===== config.mk =====
export PLATFORM = sky130hd
export DESIGN_NAME = lcg_bounded_random_core
export DESIGN_NICKNAME = d
export VERILOG_FILES = /design/src/rtl/lcgbr_pkg.sv /design/src/rtl/lcg_bounded_random_core.sv
export SDC_FILE = /design/constraint.sdc
export NUM_CORES = 1
export LEC_CHECK = 0
export ABC_AREA = 1
export BUFFER_PORTS_ARGS = -buffer_cell sky130_fd_sc_hd__buf_2
export CAP_MARGIN = 20
export CORE_MARGIN = 8
export CORE_UTILIZATION = 40
export DETAILED_ROUTE_END_ITERATION = 7
export PLACE_DENSITY_LB_ADDON = 0.05
export SLEW_MARGIN = 20
export SYNTH_ARGS = -nofsm -noshare
export SYNTH_HDL_FRONTEND = slang
export SYNTH_SLANG_ARGS = --single-unit

===== constraint.sdc =====
create_clock -name clk -period 7.85 [get_ports clk]
set_clock_uncertainty 0.15 [all_clocks]
set_input_delay 0.785 -clock clk [delete_from_list [all_inputs] [get_ports clk]]
set_output_delay 0.785 -clock clk [all_outputs]
set_load 0.05 [all_outputs]

===== src/rtl/lcgbr_pkg.sv =====
// Package for the bounded-range LCG core: constants, FSM states and helpers.
package lcgbr_pkg;

	localparam int unsigned DataW   = 32;
	localparam int unsigned StateW  = 31;
	localparam int unsigned DigitW  = 4;
	localparam int unsigned NumDig  = 8;
	localparam int unsigned DigIdxW = $clog2(NumDig);
	localparam int unsigned BitIdxW = $clog2(StateW);

	localparam logic [DataW-1:0]  LCG_MUL  = 32'h41C6_4E6D;
	localparam logic [StateW-1:0] LCG_INC  = 31'd12345;
	localparam logic [DataW-1:0]  TWO_P31  = 32'h8000_0000;
	localparam logic [DataW-1:0]  SEED_RST = 32'd1;

	localparam logic [DigIdxW-1:0] DIG_LAST = DigIdxW'(NumDig - 1);
	localparam logic [BitIdxW-1:0] BIT_LAST = BitIdxW'(StateW - 1);

	localparam logic [2:0] REG_SEED = 3'd0;

	typedef enum logic [2:0] {
		ST_IDLE,
		ST_MUL,
		ST_MOD,
		ST_CHECK,
		ST_DONE
	} lcgbr_state_t;

	// multiplier digit, most significant first
	function automatic logic [DigitW-1:0] mul_digit(input logic [DigIdxW-1:0] idx);
		logic [DataW-1:0] sh;
		sh = LCG_MUL >> {~idx, 2'b00};
		return sh[DigitW-1:0];
	endfunction

endpackage


===== src/rtl/lcg_bounded_random_core.sv =====
// Top level of the bounded-range LCG random number core.
// Each request takes one generator step (one 4-bit digit of the LCG multiplier per cycle) and,
// for a span below 2^31, a bit-serial remainder by the span (one bit per cycle) plus a check
// state; a rejected draw repeats the step and the remainder, which happens with probability
// below one half. A request with a span of zero or at least 2^31 takes the generator step only.
// A result waits in an output register, and the next request is taken as soon as the core
// hands its result there.
// The seed register sits at address 0 and loads the generator state (zero loads one).
module lcg_bounded_random_core import lcgbr_pkg::*; (
	input  logic             clk,
	input  logic             arst_n,
	input  logic             psel,
	input  logic             penable,
	input  logic             pwrite,
	input  logic [2:0]       paddr,
	input  logic [DataW-1:0] pwdata,
	output logic [DataW-1:0] prdata,
	output logic             pready,
	input  logic             req_valid,
	output logic             req_ready,
	input  logic [DataW-1:0] lower_bound,
	input  logic [DataW-1:0] upper_bound,
	output logic             rsp_valid,
	input  logic             rsp_ready,
	output logic [DataW-1:0] rnd_value
);

	lcgbr_state_t state_q, state_d;

	logic [DataW-1:0]   seed_q;
	logic [DataW-1:0]   gen_q;
	logic [DataW-1:0]   lo_q;
	logic [DataW-1:0]   span_q;
	logic               wide_q;
	logic [StateW-1:0]  acc_q;
	logic [DigIdxW-1:0] dig_q;
	logic [StateW-1:0]  dvd_q;
	logic [StateW-1:0]  rem_q;
	logic [BitIdxW-1:0] bit_q;
	logic [DataW-1:0]   res_q;
	logic               rsp_valid_q;
	logic [DataW-1:0]   rnd_value_q;

	logic               cfg_wr;
	logic               req_fire;
	logic               mul_last;
	logic               mod_last;
	logic               draw_ok;
	logic               rsp_free;
	logic [DataW-1:0]   span_in;
	logic [StateW+3:0]  part_prod;
	logic [StateW-1:0]  acc_next;
	logic [StateW-1:0]  draw_next;
	logic [DataW-1:0]   trial;
	logic [DataW-1:0]   trial_sub;
	logic [DataW-1:0]   bucket_end;

	assign pready   = 1'b1;
	assign prdata   = seed_q;
	assign cfg_wr   = psel & penable & pwrite & (paddr == REG_SEED);
	assign req_fire = req_valid & req_ready;
	assign rsp_free = ~rsp_valid_q | rsp_ready;

	assign span_in = upper_bound - lower_bound + DataW'(1);

	// Horner step over the multiplier digits, modulo 2^31
	assign part_prod = gen_q[StateW-1:0] * mul_digit(dig_q);
	assign acc_next  = {acc_q[StateW-DigitW-1:0], {DigitW{1'b0}}} + part_prod[StateW-1:0];
	assign draw_next = acc_next + LCG_INC;

	// restoring remainder, one bit per cycle
	assign trial     = {rem_q, dvd_q[StateW-1]};
	assign trial_sub = trial - span_q;

	// draw accepted iff (draw/span + 1) * span <= 2^31
	assign bucket_end = gen_q - {1'b0, rem_q} + span_q;
	assign draw_ok    = bucket_end <= TWO_P31;

	always_comb begin
		state_d = state_q;
		unique case (state_q)
			ST_IDLE:  if (req_fire) state_d = ST_MUL;
			ST_MUL:   if (mul_last) state_d = wide_q ? ST_DONE : ST_MOD;
			ST_MOD:   if (mod_last) state_d = ST_CHECK;
			ST_CHECK: state_d = draw_ok ? ST_DONE : ST_MUL;
			ST_DONE:  if (rsp_free) state_d = ST_IDLE;
			default:  state_d = ST_IDLE;
		endcase
	end

	always_comb begin
		req_ready = 1'b0;
		mul_last  = 1'b0;
		mod_last  = 1'b0;
		unique case (state_q)
			ST_IDLE: req_ready = 1'b1;
			ST_MUL:  mul_last  = (dig_q == DIG_LAST);
			ST_MOD:  mod_last  = (bit_q == BIT_LAST);
			default: ;
		endcase
	end

	always_ff @(posedge clk or negedge arst_n) begin
		if (!arst_n) begin
			state_q     <= ST_IDLE;
			seed_q      <= SEED_RST;
			gen_q       <= SEED_RST;
			rsp_valid_q <= 1'b0;
			dig_q       <= '0;
			bit_q       <= '0;
		end else begin
			state_q <= state_d;
			if (cfg_wr) begin
				seed_q <= pwdata;
				gen_q  <= (pwdata == '0) ? SEED_RST : pwdata;
			end else if (state_q == ST_MUL && mul_last) begin
				gen_q <= {1'b0, draw_next};
			end
			if (state_q == ST_MUL) dig_q <= dig_q + DigIdxW'(1);
			else                    dig_q <= '0;
			if (state_q == ST_MOD) bit_q <= bit_q + BitIdxW'(1);
			else                    bit_q <= '0;
			if (state_q == ST_DONE && rsp_free) rsp_valid_q <= 1'b1;
			else if (rsp_ready)                 rsp_valid_q <= 1'b0;
		end
	end

	always_ff @(posedge clk) begin
		if (req_fire) begin
			lo_q   <= lower_bound;
			span_q <= span_in;
			wide_q <= (span_in == '0) | span_in[DataW-1];
		end
		unique case (state_q)
			ST_IDLE: acc_q <= '0;
			ST_MUL: begin
				acc_q <= mul_last ? '0 : acc_next;
				rem_q <= '0;
				dvd_q <= draw_next;
				if (mul_last) res_q <= lo_q + {1'b0, draw_next};
			end
			ST_MOD: begin
				dvd_q <= {dvd_q[StateW-2:0], 1'b0};
				if (trial >= span_q) rem_q <= trial_sub[StateW-1:0];
				else                 rem_q <= trial[StateW-1:0];
			end
			ST_CHECK: res_q <= lo_q + {1'b0, rem_q};
			ST_DONE:  if (rsp_free) rnd_value_q <= res_q;
			default: ;
		endcase
	end

	assign rsp_valid = rsp_valid_q;
	assign rnd_value = rnd_value_q;

endmodule


Word level (Yosys, flattened, before mapping)
Cells that the tools add are included.
- equal/unequal tests: 10
- reduce and logical (&&, ||, !) cells: 14
- order comparisons: 2
- multiply operators: 1
- multiplexer cells: 24
- bitwise gates (word level): 8
- $add $sub $neg: 11
- shift-type cells: 1
- operators with widths (cell ; number):
    $mux 32 ; 4
    $pmux 31 s2 ; 2
    $add 32x31->32 ; 2
    $logic_not 32->1 ; 2
    $pmux 32 s2 ; 1
    $pmux 27 s2 ; 1
    $add 32x1->32 const B ; 1
    $add 32x32->32 ; 1
    $ge 32x32->1 ; 1
    $le 32x32->1 const B ; 1
    $sub 32x31->32 ; 1
    $sub 32x32->32 ; 1
    $add 31x14->31 const B ; 1
    $add 31x31->31 ; 1
    $mul 31x4->31 ; 1
    $mux 31 ; 1
    $shr 31x5->4 const A ; 1
    $sub 31x31->31 ; 1
    $mux 27 ; 1
    $mux 3 ; 7
    $pmux 3 s5 ; 1
    $reduce_bool 2->1 ; 5
    $ne 2x2->1 const B ; 4
    $eq 3x2->1 const B ; 2
    15 further kinds ; 27
- flip-flop bits (word level): 294
- input bits: 106
- output and inout port bits: 67
- word-level logic and storage cells: 85

Longest topological paths before layout
- depth after elaboration: 8
- depth in mapped cells: 43
- gate-level depth less buffers: 42

Least setup slack after synthesis
OpenSTA, ideal clock, no wires.
- kind: register -> register
- start point: register dig_q[0]
- end point: register res_q[30], data pin
- cell stages (with the launch flop): 39
- slack: 1415 ps
- period minus slack after synthesis: 6435 ps
- arrival time: 6027 ps
- buffers on the path: 2
- data required time: 7442 ps
- path through: dfrtp_1 > inv_1 > ha_1 > nand2_1 > o21ai_1 > clkbuf_1 > nor2_1 > fa_1 > fa_1 > inv_1 > fa_1 > inv_1 > ha_1 > buf_4 > nand2_1 > nand3_1 > nand2_1 > nand2_2 > [... 3 more ...] > nand2_2 > nor2_4 > nand2_1 > inv_1 > nand2_2 > xor2_1 > inv_1 > o21ai_0 > ha_1 > a21oi_1 > inv_1 > nor2_1 > o221a_2 > nand3_1 > a21o_1 > nand2_1 > nand3_1 > xor2_1
- word-level cells in the longest chain between the ends: 8
- ends and longest elaborated chain (element ; line ; source):
    from (decl) ; lcg_bounded_random_core.sv:36 ; logic [DigIdxW-1:0] dig_q;
    from (signal assigned) ; lcg_bounded_random_core.sv:119 ; if (state_q == ST_MUL) dig_q <= dig_q + DigIdxW'(1);
    $not 3->3 ; lcgbr_pkg.sv:32 ; sh = LCG_MUL >> {~idx, 2'b00};
    $shr 31x5->4 ; lcgbr_pkg.sv:32 ;
    $mul 31x4->31 ; lcg_bounded_random_core.sv:67 ; assign part_prod = gen_q[StateW-1:0] * mul_digit(dig_q);
    $add 31x31->31 ; lcg_bounded_random_core.sv:68 ; assign acc_next = {acc_q[StateW-DigitW-1:0], {DigitW{1'b0}}} + part_prod[StateW-1:0];
    $add 31x14->31 ; lcg_bounded_random_core.sv:69 ; assign draw_next = acc_next + LCG_INC;
    $add 32x31->32 ; lcg_bounded_random_core.sv:140 ; if (mul_last) res_q <= lo_q + {1'b0, draw_next};
    $mux 32 ; lcg_bounded_random_core.sv:140 ;
    $pmux 32 s2 ; lcg_bounded_random_core.sv:134 ; unique case (state_q)
    to (signal assigned) ; lcg_bounded_random_core.sv:140 ;
    to (signal assigned) ; lcg_bounded_random_core.sv:147 ; ST_CHECK: res_q <= lo_q + {1'b0, rem_q};
    to (decl) ; lcg_bounded_random_core.sv:40 ; logic [DataW-1:0] res_q;
No other way between the ends. The select of a mux whose other input is x is not followed.
A chain may end at the register's enable or synchronous reset.

Final worst setup path
- start point: register dig_q[1]
- end point: register res_q[23], data pin
The elaborated chain is that of the path after synthesis.

==> out/results.ini <==
[outcome]
outcome=finished, final reports clean

[floorplanning]
fp-row-count=93
die_x_um=271
fp.dieH_um=271
core_mm2=0.0645
initial_utilization_pct=40.4
io_pins=173
die_area_mm2=0.0735

[clocking]
ctsHoldBuffers=0
htreeDepth=2
cts.path.max_buffers=3
tritoncts=built
cts_sinks=294
insertion_delay_ps=570
clk_pin_slew_ps=60
cts_buffers=36
cts-root-buf=clkbuf_16

[finish]
design_area_mm2=0.0292
drive_gt1_share_pct=8.26
antenna_cells=0
area_delta_synth_final_pct=12.1
final_core_util_pct=45.3
layout_commonest_cell=nand2_1
final_cell_mix=nand2_1, inv_1, nor2_1, edfxtp_1, ha_1
nets=4107

[critical_path]
cpMostUsedCell=inv_1
start_kind=flip-flop
critPathMaxStageDelay_ps=540
cp.required_ps=7980
worstPathMaxFanout=20
slowest_stage=fa_1
worstPathArrival_ps=7510
cp-end-kind=flip-flop
path_class=flip-flop to flip-flop

[logic_synthesis]
netlist_area_mm2=0.0260
ys_seq_area_share_pct=32.4
syn_avg_cell_area_um2=7.42
synthFlopType=edfxtp_1
synth_edf_count=218
yosysUniqueCellTypes=54
ys_ff_latch=294
synthArstFlopShare_pct=25.9
synth_nets=3929
syn-instance-count=3511
ys_warn_count=0

[placement]
detailed_place_hpwl_um=80500
place_area_mm2=0.0279
io_buffers=171
place_congestion=0.968

[sta]
relSlewSlack_pct=26.2
period_share_pct=94.0
hold_violations=0
worst_slew_pin_slew_ps=1090
min_period_ps=7380
fmax_mhz=136
setup_viol=0
timing.setup.tns_ps=0
drv_slew=0

[route]
wl_um=95100
ant_nets=0
post-route-drc-count=0
drtPass1Iterations=5
wl_per_cell_um=20.8
drt_iter0_drc=1745
routed_via_density=5.12
vias=23400

[global_routing]
grt_pass1_vias=23400
grtUsageTotal_pct=25.4
grt_max_degree=84
grt_overflow=0
antenna_found_initial=1
grt_pass1_wl_um=143000

[worst_hold_path]
min_path_type=input pin to async pin

[job]
max_cap_viol_count=0

==> critical path, delay by kind of cell, from the launching register on <==
family	cells	cell delay, ps
flops	1	400
buf+inv	7	720
compound gates	6	1170
simple gates	12	1690
fa+ha+maj	6	2490
xor+xnor	2	450
==> area by class of cell <==
class / count / area [µm²]
Tap cell: 855 / 1070
Fill cell: 6746 / 35300
Timing Repair Buffer: 191 / 1040
Clock buffer: 42 / 923
Clock inverter: 24 / 287
Inverter: 710 / 2670
Multi-Input combinational cell: 2456 / 14800
Sequential cell: 294 / 8450
==> synthesized netlist by cell type (2+ instances only) <==
cell type	number	area [µm²]
nor2_4	5	56.3
a211oi_1	2	15.0
o21ai_1	12	60.1
a31oi_1	18	113
inv_2	2	7.51
and2_1	10	62.6
nand2_2	14	87.6
or2_2	4	25.0
nand3b_1	8	60.1
edfxtp_1	218	6550
a21o_1	15	113
xnor2_1	36	315
dfstp_2	2	52.6
o21a_1	9	67.6
nor3_1	34	170
o211ai_1	5	37.5
a21boi_1	2	15.0
nor2_2	6	37.5
fa_1	115	2300
o21ai_0	172	861
nor4_1	12	75.1
nand2_1	941	3530
buf_4	9	67.6
nand2_4	3	33.8
nand3_1	137	686
nor2_1	371	1390
nand3_2	5	50.1
a21oi_1	172	861
a22oi_1	3	22.5
inv_1	706	2650
xor2_1	73	639
o21bai_1	9	67.6
ha_1	197	2460
a221oi_1	4	35.0
nand4_1	44	275
a21boi_0	2	15.0
clkbuf_1	37	139
dfrtp_1	74	1850
o221ai_1	4	35.0
buf_2	5	25.0
==> worst paths after layout <==
| path | from | to | slack (ps) | depth (start not counted) |
|---|---|---|---|---|
| max in group asynchronous | arst_n | gen_q[14]$_DFFE_PN0P_ | 6930 | 1 |
| worst max register to register | dig_q[1]$_DFF_PN0_ | res_q[23]$_DFFE_PP_ | 470 | 33 |
| worst min-delay path | arst_n | prdata[9]$_DFFE_PN0P_ | 110 | 1 |
| worst max-delay path | dig_q[1]$_DFF_PN0_ | res_q[23]$_DFFE_PP_ | 470 | 33 |
| min in group clk | res_q[8]$_DFFE_PP_ | rnd_value[8]$_DFFE_PP_ | 270 | 0 |
| worst min register to register | res_q[8]$_DFFE_PP_ | rnd_value[8]$_DFFE_PP_ | 270 | 0 |
==> through the flow <==
step	hold WS, ps	setup WS [ps]	instances
6_report	110	474	4572
5_1_grt	171	-9.81	4572
4_1_cts	256	374	4572
3_5_place_dp	256	417	4506
3_3_place_gp	253	450	4505
2_1_floorplan	250	1420	3511
==> cell families (layout without fill, tap and decap cells) <==
group           Yosys count  after routing  share of synthesized area [%]
fa+ha+maj               312            312                           18.3
simple gates           1598           1598                           25.3
xor+xnor                109            109                           3.67
compound gates          436            436                           9.13
flops                   294            294                           32.4
buf+inv                 761            967                           11.1
other cells               1              1                         0.0144
==> routing by layer <==
metal	global-route usage, %	vias to the layer above	wire (µm)
li1	-	11500	-
met1	35.5	11300	44500
met2	41.0	582	43100
met3	2.55	118	4350
met4	8.10	0	3180
met5	0	-	0
==> sequential cells by signal, summed over array words and instances, names as in the netlist <==
signal	count
acc_q	27
bit_q	5
dig_q	3
dvd_q	31
gen_q	32
lo_q	32
prdata	32
rem_q	31
res_q	32
rnd_value	32
rsp_valid	1
span_q	32
state_q	3
wide_q	1
==> what timing repair did <==
action                     CTS  global route
buffers inserted             0             0
setup endpoints to repair    0             9
gates resized for setup      0             9
Power is left out: the tool's default activity adds up to more than one toggle a clock period on the data nets, which glitch-free logic cannot reach.
